<file path="config.mk">
export PLATFORM = sky130hd
export DESIGN_NAME = rational_arithmetic_unit
export DESIGN_NICKNAME = d
export VERILOG_FILES = /design/src/hw/rtl/rau_pkg.sv /design/src/hw/rtl/rau_sequencer.sv /design/src/hw/rtl/rational_arithmetic_unit.sv
export SDC_FILE = /design/constraint.sdc
export NUM_CORES = 2
export LEC_CHECK = 0
export BUFFER_PORTS_ARGS = -buffer_cell sky130_fd_sc_hd__buf_2
export CAP_MARGIN = 30
export CELL_PAD_IN_SITES_DETAIL_PLACEMENT = 1
export CELL_PAD_IN_SITES_GLOBAL_PLACEMENT = 1
export CORE_MARGIN = 1
export CORE_UTILIZATION = 50
export CTS_CLUSTER_SIZE = 16
export DETAILED_ROUTE_END_ITERATION = 16
export PLACE_DENSITY_LB_ADDON = 0.3
export SLEW_MARGIN = 0
export SYNTH_ARGS = -nofsm -noshare
export SYNTH_HDL_FRONTEND = slang
export SYNTH_SLANG_ARGS = --single-unit
</file>
<file path="constraint.sdc">
create_clock -name clk -period 9.6 [get_ports clk]
set_clock_uncertainty 0.1 [all_clocks]
set_input_delay 1.92 -clock clk [delete_from_list [all_inputs] [get_ports clk]]
set_output_delay 1.92 -clock clk [all_outputs]
set_load 0.005 [all_outputs]
</file>
<file path="src/hw/rtl/rau_pkg.sv">
package rau_pkg;

  localparam int NUM_W  = 33;
  localparam int DEN_W  = 32;
  localparam int PROD_W = 34;
  localparam int OPND_W = 17;
  localparam int K_W    = 6;
  localparam int CNT_W  = 6;
  localparam int STEP_W = 4;

  // One quotient bit per pass covers the widest dividend.
  localparam logic [CNT_W-1:0] DIV_STEPS = CNT_W'(NUM_W);

  localparam logic [1:0] FUNC_ADD = 2'd0;
  localparam logic [1:0] FUNC_MUL = 2'd1;
  localparam logic [1:0] FUNC_CMP = 2'd2;

  typedef struct packed {
    logic [1:0]         func;
    logic signed [15:0] left_num;
    logic [15:0]        left_den;
    logic signed [15:0] right_num;
    logic [15:0]        right_den;
  } rau_in_t;

  typedef struct packed {
    logic signed [NUM_W-1:0] res_num;
    logic [DEN_W-1:0]        res_den;
    logic                    equal;
  } rau_out_t;

  // Datapath operation selected by the current control word.
  typedef enum logic [3:0] {
    OP_IDLE    = 4'd0,
    OP_MUL_A   = 4'd1,
    OP_MUL_B   = 4'd2,
    OP_MUL_C   = 4'd3,
    OP_SETUP   = 4'd4,
    OP_TWOS    = 4'd5,
    OP_REDUCE  = 4'd6,
    OP_SCALE   = 4'd7,
    OP_DIVINIT = 4'd8,
    OP_DIV     = 4'd9,
    OP_EMIT    = 4'd10,
    OP_NOP     = 4'd11
  } op_t;

  // Jump condition of a control word; when true the step counter loads the target.
  typedef enum logic [3:0] {
    C_NEVER     = 4'd0,
    C_ALWAYS    = 4'd1,
    C_NO_IN     = 4'd2,
    C_SHORT     = 4'd3,
    C_BOTH_EVEN = 4'd4,
    C_Y_NZ      = 4'd5,
    C_K_NZ      = 4'd6,
    C_DIV_MORE  = 4'd7,
    C_OUT_BUSY  = 4'd8
  } cond_t;

  typedef struct packed {
    op_t               op;
    cond_t             cond;
    logic [STEP_W-1:0] target;
  } ucode_t;

  typedef struct packed {
    logic in_valid;
    logic short_path;
    logic both_even;
    logic y_nz;
    logic k_nz;
    logic div_more;
    logic out_busy;
  } stat_t;

endpackage

</file>
<file path="src/hw/rtl/rau_sequencer.sv">
module rau_sequencer (
  input  logic           clk,
  input  logic           rst_n,
  input  rau_pkg::stat_t stat,
  output rau_pkg::op_t   op
);

  localparam logic [rau_pkg::STEP_W-1:0] S_IDLE    = 4'd0;
  localparam logic [rau_pkg::STEP_W-1:0] S_MUL_A   = 4'd1;
  localparam logic [rau_pkg::STEP_W-1:0] S_MUL_B   = 4'd2;
  localparam logic [rau_pkg::STEP_W-1:0] S_MUL_C   = 4'd3;
  localparam logic [rau_pkg::STEP_W-1:0] S_SETUP   = 4'd4;
  localparam logic [rau_pkg::STEP_W-1:0] S_TWOS    = 4'd5;
  localparam logic [rau_pkg::STEP_W-1:0] S_REDUCE  = 4'd6;
  localparam logic [rau_pkg::STEP_W-1:0] S_SCALE   = 4'd7;
  localparam logic [rau_pkg::STEP_W-1:0] S_DIVINIT = 4'd8;
  localparam logic [rau_pkg::STEP_W-1:0] S_DIV     = 4'd9;
  localparam logic [rau_pkg::STEP_W-1:0] S_EMIT    = 4'd10;
  localparam logic [rau_pkg::STEP_W-1:0] S_RET     = 4'd11;

  logic [rau_pkg::STEP_W-1:0] step_r, step_nxt;
  rau_pkg::ucode_t            word;
  logic                       jump;

  // Program ROM.
  always_comb begin
    unique case (step_r)
      S_IDLE:    word = '{rau_pkg::OP_IDLE,    rau_pkg::C_NO_IN,     S_IDLE};
      S_MUL_A:   word = '{rau_pkg::OP_MUL_A,   rau_pkg::C_NEVER,     S_IDLE};
      S_MUL_B:   word = '{rau_pkg::OP_MUL_B,   rau_pkg::C_NEVER,     S_IDLE};
      S_MUL_C:   word = '{rau_pkg::OP_MUL_C,   rau_pkg::C_NEVER,     S_IDLE};
      S_SETUP:   word = '{rau_pkg::OP_SETUP,   rau_pkg::C_SHORT,     S_EMIT};
      S_TWOS:    word = '{rau_pkg::OP_TWOS,    rau_pkg::C_BOTH_EVEN, S_TWOS};
      S_REDUCE:  word = '{rau_pkg::OP_REDUCE,  rau_pkg::C_Y_NZ,      S_REDUCE};
      S_SCALE:   word = '{rau_pkg::OP_SCALE,   rau_pkg::C_K_NZ,      S_SCALE};
      S_DIVINIT: word = '{rau_pkg::OP_DIVINIT, rau_pkg::C_NEVER,     S_IDLE};
      S_DIV:     word = '{rau_pkg::OP_DIV,     rau_pkg::C_DIV_MORE,  S_DIV};
      S_EMIT:    word = '{rau_pkg::OP_EMIT,    rau_pkg::C_OUT_BUSY,  S_EMIT};
      S_RET:     word = '{rau_pkg::OP_NOP,     rau_pkg::C_ALWAYS,    S_IDLE};
      default:   word = '{rau_pkg::OP_NOP,     rau_pkg::C_ALWAYS,    S_IDLE};
    endcase
  end

  always_comb begin
    unique case (word.cond)
      rau_pkg::C_NEVER:     jump = 1'b0;
      rau_pkg::C_ALWAYS:    jump = 1'b1;
      rau_pkg::C_NO_IN:     jump = !stat.in_valid;
      rau_pkg::C_SHORT:     jump = stat.short_path;
      rau_pkg::C_BOTH_EVEN: jump = stat.both_even;
      rau_pkg::C_Y_NZ:      jump = stat.y_nz;
      rau_pkg::C_K_NZ:      jump = stat.k_nz;
      rau_pkg::C_DIV_MORE:  jump = stat.div_more;
      rau_pkg::C_OUT_BUSY:  jump = stat.out_busy;
      default:              jump = 1'b1;
    endcase
    step_nxt = jump ? word.target : step_r + 4'd1;
  end

  always_ff @(posedge clk) begin
    if (!rst_n) begin
      step_r <= S_IDLE;
    end else begin
      step_r <= step_nxt;
    end
  end

  assign op = word.op;

endmodule

</file>
<file path="src/hw/rtl/rational_arithmetic_unit.sv">
// Rational arithmetic unit: adds, multiplies or compares two fractions.
// Input channel in_valid / in_stall / in_item carries func and the two
// fractions; result channel out_valid / out_stall / out_item carries the
// reduced numerator, the denominator and the equal flag. Every item yields
// exactly one result, in order.
// A microcoded sequencer steps one item at a time through a single 17x17
// multiplier (three products), a binary gcd (strip common twos, then
// shift / subtract until the second operand is zero, then scale back),
// and a dual restoring divider that forms both quotients over 33 passes.
// A compare or a zero numerator skips the gcd and the divider and goes
// straight to the result. The next item is accepted once its predecessor's
// result is loaded into the output register and the sequencer has returned
// to idle through its return step.
// The output register holds a result while out_stall is high; the block
// accepts and works on the next item meanwhile and waits to emit it.
// Reset (rst_n low, synchronous) returns the sequencer to idle and drops
// any pending result.
module rational_arithmetic_unit (
  input  logic              clk,
  input  logic              rst_n,
  input  logic              in_valid,
  output logic              in_stall,
  input  rau_pkg::rau_in_t  in_item,
  output logic              out_valid,
  input  logic              out_stall,
  output rau_pkg::rau_out_t out_item
);

  localparam int NW = rau_pkg::NUM_W;
  localparam int PW = rau_pkg::PROD_W;

  rau_pkg::op_t     op;
  rau_pkg::stat_t   stat;
  rau_pkg::rau_in_t item_r;
  rau_pkg::rau_out_t out_r;
  logic             out_valid_r;

  logic signed [rau_pkg::OPND_W-1:0] ma, mb;
  logic signed [PW-1:0]              mprod, prod_r, t_r, sum;
  logic [PW-1:0]                     abs_sum;

  logic [NW-1:0]       mag_r, den_r, x_r, y_r, rm_r, rd_r;
  logic [rau_pkg::K_W-1:0]   k_r;
  logic [rau_pkg::CNT_W-1:0] cnt_r;
  logic                neg_r, eq_r, short_r;

  logic          in_take, out_busy, out_load, short_now;
  logic          x_gt_y;
  logic [NW-1:0] xy_min, xy_diff;
  logic [NW:0]   dm_sh, dd_sh, dm_sub, dd_sub;
  logic          dm_ge, dd_ge;
  logic [NW-1:0] neg_mag;

  rau_sequencer u_seq (
    .clk   (clk),
    .rst_n (rst_n),
    .stat  (stat),
    .op    (op)
  );

  assign in_stall = (op != rau_pkg::OP_IDLE);
  assign in_take  = in_valid && !in_stall;
  assign out_busy = out_valid_r && out_stall;
  assign out_load = (op == rau_pkg::OP_EMIT) && !out_busy;

  // Operand select for the shared multiplier: cross product (numerator
  // product for a multiply), second cross product, denominator product.
  always_comb begin
    case (op)
      rau_pkg::OP_MUL_A: begin
        ma = {item_r.left_num[15], item_r.left_num};
        mb = (item_r.func == rau_pkg::FUNC_MUL) ? {item_r.right_num[15], item_r.right_num}
                                                : {1'b0, item_r.right_den};
      end
      rau_pkg::OP_MUL_B: begin
        ma = {item_r.right_num[15], item_r.right_num};
        mb = {1'b0, item_r.left_den};
      end
      default: begin
        ma = {1'b0, item_r.left_den};
        mb = {1'b0, item_r.right_den};
      end
    endcase
  end

  assign mprod   = PW'(ma * mb);
  assign sum     = (item_r.func == rau_pkg::FUNC_ADD) ? t_r + prod_r : t_r;
  assign abs_sum = sum[PW-1] ? PW'(-sum) : sum;

  assign short_now = !((item_r.func == rau_pkg::FUNC_ADD) ||
                       (item_r.func == rau_pkg::FUNC_MUL)) || (mag_r == '0);

  // Binary gcd step on odd operands: keep the smaller, replace the other
  // by the (even) difference.
  assign x_gt_y  = x_r > y_r;
  assign xy_min  = x_gt_y ? y_r : x_r;
  assign xy_diff = x_gt_y ? x_r - y_r : y_r - x_r;

  // Restoring division of mag_r and den_r by the gcd in x_r.
  assign dm_sh  = {rm_r, mag_r[NW-1]};
  assign dd_sh  = {rd_r, den_r[NW-1]};
  assign dm_sub = dm_sh - {1'b0, x_r};
  assign dd_sub = dd_sh - {1'b0, x_r};
  assign dm_ge  = dm_sh >= {1'b0, x_r};
  assign dd_ge  = dd_sh >= {1'b0, x_r};

  assign neg_mag = NW'(-mag_r);

  always_comb begin
    stat.in_valid   = in_valid;
    stat.short_path = short_now;
    stat.both_even  = !x_r[0] && !y_r[0] && (y_r != '0);
    stat.y_nz       = (y_r != '0);
    stat.k_nz       = (k_r != '0);
    stat.div_more   = (cnt_r != rau_pkg::CNT_W'(1));
    stat.out_busy   = out_busy;
  end

  // Datapath registers.
  always_ff @(posedge clk) begin
    if (in_take) begin
      item_r <= in_item;
    end
    case (op)
      rau_pkg::OP_MUL_A: begin
        prod_r <= mprod;
      end
      rau_pkg::OP_MUL_B: begin
        prod_r <= mprod;
        t_r    <= prod_r;
      end
      rau_pkg::OP_MUL_C: begin
        prod_r <= mprod;
        mag_r  <= abs_sum[NW-1:0];
        neg_r  <= sum[PW-1];
        eq_r   <= (t_r == prod_r);
      end
      rau_pkg::OP_SETUP: begin
        den_r   <= prod_r[NW-1:0];
        x_r     <= mag_r;
        y_r     <= prod_r[NW-1:0];
        k_r     <= '0;
        short_r <= short_now;
      end
      rau_pkg::OP_TWOS: begin
        if (stat.both_even) begin
          x_r <= x_r >> 1;
          y_r <= y_r >> 1;
          k_r <= k_r + rau_pkg::K_W'(1);
        end
      end
      rau_pkg::OP_REDUCE: begin
        if (y_r != '0) begin
          if (!x_r[0]) begin
            x_r <= x_r >> 1;
          end else if (!y_r[0]) begin
            y_r <= y_r >> 1;
          end else begin
            x_r <= xy_min;
            y_r <= xy_diff;
          end
        end
      end
      rau_pkg::OP_SCALE: begin
        if (k_r != '0) begin
          x_r <= x_r << 1;
          k_r <= k_r - rau_pkg::K_W'(1);
        end
      end
      rau_pkg::OP_DIVINIT: begin
        rm_r  <= '0;
        rd_r  <= '0;
        cnt_r <= rau_pkg::DIV_STEPS;
      end
      rau_pkg::OP_DIV: begin
        rm_r  <= dm_ge ? dm_sub[NW-1:0] : dm_sh[NW-1:0];
        rd_r  <= dd_ge ? dd_sub[NW-1:0] : dd_sh[NW-1:0];
        mag_r <= {mag_r[NW-2:0], dm_ge};
        den_r <= {den_r[NW-2:0], dd_ge};
        cnt_r <= cnt_r - rau_pkg::CNT_W'(1);
      end
      default: begin
      end
    endcase
    if (out_load) begin
      if (short_r) begin
        out_r.res_num <= '0;
        out_r.res_den <= rau_pkg::DEN_W'(1);
        out_r.equal   <= (item_r.func == rau_pkg::FUNC_CMP) && eq_r;
      end else begin
        out_r.res_num <= neg_r ? neg_mag : mag_r;
        out_r.res_den <= den_r[rau_pkg::DEN_W-1:0];
        out_r.equal   <= 1'b0;
      end
    end
  end

  // Hold the result until taken; drop it on reset.
  always_ff @(posedge clk) begin
    if (!rst_n) begin
      out_valid_r <= 1'b0;
    end else if (out_load) begin
      out_valid_r <= 1'b1;
    end else if (out_valid_r && !out_stall) begin
      out_valid_r <= 1'b0;
    end
  end

  assign out_valid = out_valid_r;
  assign out_item  = out_r;

  // An accepted item starts the program at the first product.
  a_start: assert property (@(posedge clk) disable iff (!rst_n)
    in_take |=> (op == rau_pkg::OP_MUL_A))
    else $error("program did not start after accept");

  // The divider never runs with a zero gcd.
  a_div_nz: assert property (@(posedge clk) disable iff (!rst_n)
    (op == rau_pkg::OP_DIV) |-> (x_r != '0))
    else $error("division by zero gcd");

  // A zero denominator result is always a unit numerator.
  a_zero_den: assert property (@(posedge clk) disable iff (!rst_n)
    (out_valid && (out_item.res_den == '0)) |->
      ((out_item.res_num == NW'(1)) || (out_item.res_num == {NW{1'b1}})))
    else $error("zero denominator with non-unit numerator");

  // An equal flag comes only with the compare result 0/1.
  a_equal: assert property (@(posedge clk) disable iff (!rst_n)
    (out_valid && out_item.equal) |->
      ((out_item.res_num == '0) && (out_item.res_den == rau_pkg::DEN_W'(1))))
    else $error("equal flag on non-compare result");

endmodule
</file>
==> summary.md <==
| Metric | Value |
|---|---|
| Sequential share of the synthesized area | 0.318 |
| Post-synth ARST share | 0 |
| Pins Over Slew Limit | 0 |
| H-Tree Level Count | 2 |
| Min cycle time layout | 9.22 ns |
| Top-Level Pins | 138 |
| Synth Register Bits | 430 |
| Global-route wire length before repair | about 210000 um |
| Nets | 5018 |
| Clock-pin slew on the worst setup and hold paths | 0.06 ns |
| DR DRC count | 0 |
| GRT Overall Usage | 0.340 |
| Fillers | 9048 |
| Final hold vios | 0 |
| Achievable clock frequency | 109 MHz |
| Element type at the critical path end | flop |
| Crit path to | prod_r[33] |
| Rel. slew slack | 0.304 |
| Post-synth top area share | 0.310 |
| Synth warn | 0 |
| Reg2reg start | item_r[64] |
| Worst EP required | 9.87 ns |
| PortBufs | 137 |
| Synth area leaders | edfxtp_1 (31%), fa_1 (15%), ha_1 (8.3%) |
| CTS tree | yes |
| Initial Util | 0.506 |
| CTS root buf | clkbuf_16 |
| Die Y | 285 um |
| Crit path launch | item_r[64] |
| Grt ovf | 0 |
| Slew @ Worst Pin | ~1.0 ns |
| CORE AREA | between 70000 and 80000 um2 |
| CP max FO | 18 |
| Wire length per cell | 25.5 um |
| Final wirelength | 139000 um |
| DR vias/cell | around 6.2 |
| Arrival time of the worst setup path | 9.49 ns |
| Clk Latency, worst-skew pair | 0.67 ns |
| Largest net degree at the start of global routing | around 90 |
| Synth Flop Type | edfxtp_1 |
| End of the worst register-to-register path | prod_r[33] |
| CTS sink count | 430 |
| RSZ-0062 raised after global routing | false |
| Initial antenna violation count | 7 |
| Hold crit path type | flop to flop |
| Vias in the first global route | ~36000 |
| Mean Syn Cell Area | 9.26 um2 |
| FF-to-FF path depth | 27 |
| Netlist cell types | 98 |
| DIE AREA | 81300 um2 |
| Synthesis-to-finish area growth | 9.03% |
| Mapped Area | 40100 um2 |
| Status | finished clean |
| Vias | 34176 |
| Type of origin of the critical path | flop |
| Row Count | 103 |
| First-pass DRT Iterations | 8 |
| Post-route antenna net violation count | 0 |
| Violation count after the first detailed-route iteration | 3268 |
| Number of flops mapped to enable cells by yosys | 413 |
| Setup TNS Final | 0 ns |
| Die X | roughly 290 um |
| Critical path class | flop to flop |
| CTS buffer count | 52 |
| Area leader, netlist | edfxtp_1 |
| Most common cell after layout, fill and taps aside | nand2_1 |
| Setup slack, reg-to-reg | 0.38 ns |
| Routability cong. | 0.978 |
| Most frequent cells in the layout | nand2_1 (510), inv_1 (443), nor2_1 (416) |
| Share of layout cells above drive strength 1 | 0.0814 |
| Synth Instances | 4326 |
| Net Count, Synth | 4963 |
| Final setup viols | 0 |
| Max-cap violations | 0 |
| Final critical-path share of the clock period | 0.960 |
| Post-DP HPWL | 109000 um |
| Clock buffer depth | 3 |
[stage by stage]
stage	instance area (um2)	instances	hold WS [ns]	utilization	setup WS, ns
2_1_floorplan	40100	4326	0.380	-	1.21
3_3_place_gp	41800	5373	0.414	0.528	0.652
3_5_place_dp	41800	5374	0.428	0.528	0.446
4_1_cts	43600	5469	0.416	0.551	0.411
5_1_grt	43700	5475	0.435	0.552	0.0118
6_report	43700	5476	0.403	0.552	0.384
[cells in the mapped netlist, drive strengths merged, types with 7 or more instances]
master / count
a2111oi: 10
a211o: 8
a211oi: 33
a21o: 121
a21oi: 297
a221oi: 42
a22oi: 24
a31oi: 33
and2: 22
and3: 27
and4: 10
buf: 33
clkbuf: 170
dfxtp: 17
edfxtp: 413
fa: 302
ha: 265
inv: 444
mux2i: 74
nand2: 511
nand2b: 39
nand3: 42
nand4: 36
nor2: 427
nor2b: 60
nor3: 84
nor3b: 7
nor4: 34
o2111ai: 7
o211ai: 21
o21a: 40
o21ai: 219
o21bai: 22
o221a: 10
o221ai: 20
o22ai: 10
o31ai: 43
or2: 21
or3: 32
or4: 9
xnor2: 103
xor2: 93
[registers in the layout, indices dropped and copies added (netlist names)]
name and cells:
y_r 33, cnt_r 6, rd_r 33, out_valid 1, mag_r 33, u_seq.step_r 4, neg_r 1, prod_r 34
x_r 33, t_r 34, k_r 6, short_r 1, eq_r 1, rm_r 33, u_seq.word 12, item_r 66
out_item 66, den_r 33
[worst max-delay path, cell delays in order (launching register included)]
cell and delay [ns]:
edfxtp_1 0.67, nor3b_1 0.48, and2_2 0.41, buf_4 0.22
nand2_1 0.35, inv_1 0.45, a221oi_1 0.09, buf_4 0.23
or2_2 0.33, fa_1 0.49, fa_1 0.49, inv_1 0.07
fa_1 0.50, fa_1 0.45, fa_1 0.51, inv_1 0.06
fa_1 0.47, inv_1 0.04, ha_1 0.39, nand3_1 0.11
nor2_1 0.13, o31ai_1 0.13, a31oi_1 0.56, a41oi_1 0.35
o21ai_0 0.45, a21bo_2 0.20, a21oi_1 0.07, xnor2_1 0.14
[cell type report]
cell class	instances	area, um2	area share
sequential	430	12700	0.292
multi-input combinational	3247	24900	0.570
timing repair buffer	204	1240	0.0285
tap	1050	1310	0.0301
clock buffer	67	1360	0.0311
clock inverter	28	442	0.0101
inverter	446	1670	0.0383
antenna	4	10.0	0.000229
[cell families (layout without fill, tap and decap cells)]
kind of cell	after synthesis	count (layout)	share of synthesized area
other	0	4	0
multiplexers	76	76	0.0191
AO/OA/AOI/OAI	1026	1026	0.166
XOR/XNOR	196	196	0.0430
buffers and inverters	649	745	0.0629
flip-flops	430	430	0.318
adder cells (fa/ha/maj)	567	567	0.234
AND/OR/NAND/NOR	1382	1382	0.157
[metal layers]
layer	vias up	track usage	wire length, um
met4	6	0.175	7990
met1	17108	0.438	56100
met5	-	0	36
met2	1468	0.564	65700
met3	387	0.0428	9630
li1	15207	-	-
[timing repair]
item | in CTS | in global routing
hold buffers | 0 | 0
buffers inserted | 0 | 0
resized for setup | 0 | 1
endpoints found under the setup margin | 0 | 1
[worst min path at each step]
| stage | startpoint | endpoint | slack (ns) | cells past startpoint |
|---|---|---|---|---|
| floorplan | prod_r[0] | t_r[0] | 0.38 | 0 |
| global placement | den_r[7] | den_r[8] | 0.41 | 2 |
| detailed placement | den_r[18] | den_r[19] | 0.43 | 2 |
| CTS | den_r[4] | den_r[5] | 0.42 | 2 |
| global route | den_r[4] | den_r[5] | 0.43 | 2 |
| finish | den_r[4] | den_r[5] | 0.40 | 2 |
Power is not shown: default switching activity piles up to over one toggle a cycle in this logic, so the estimate is an artifact.
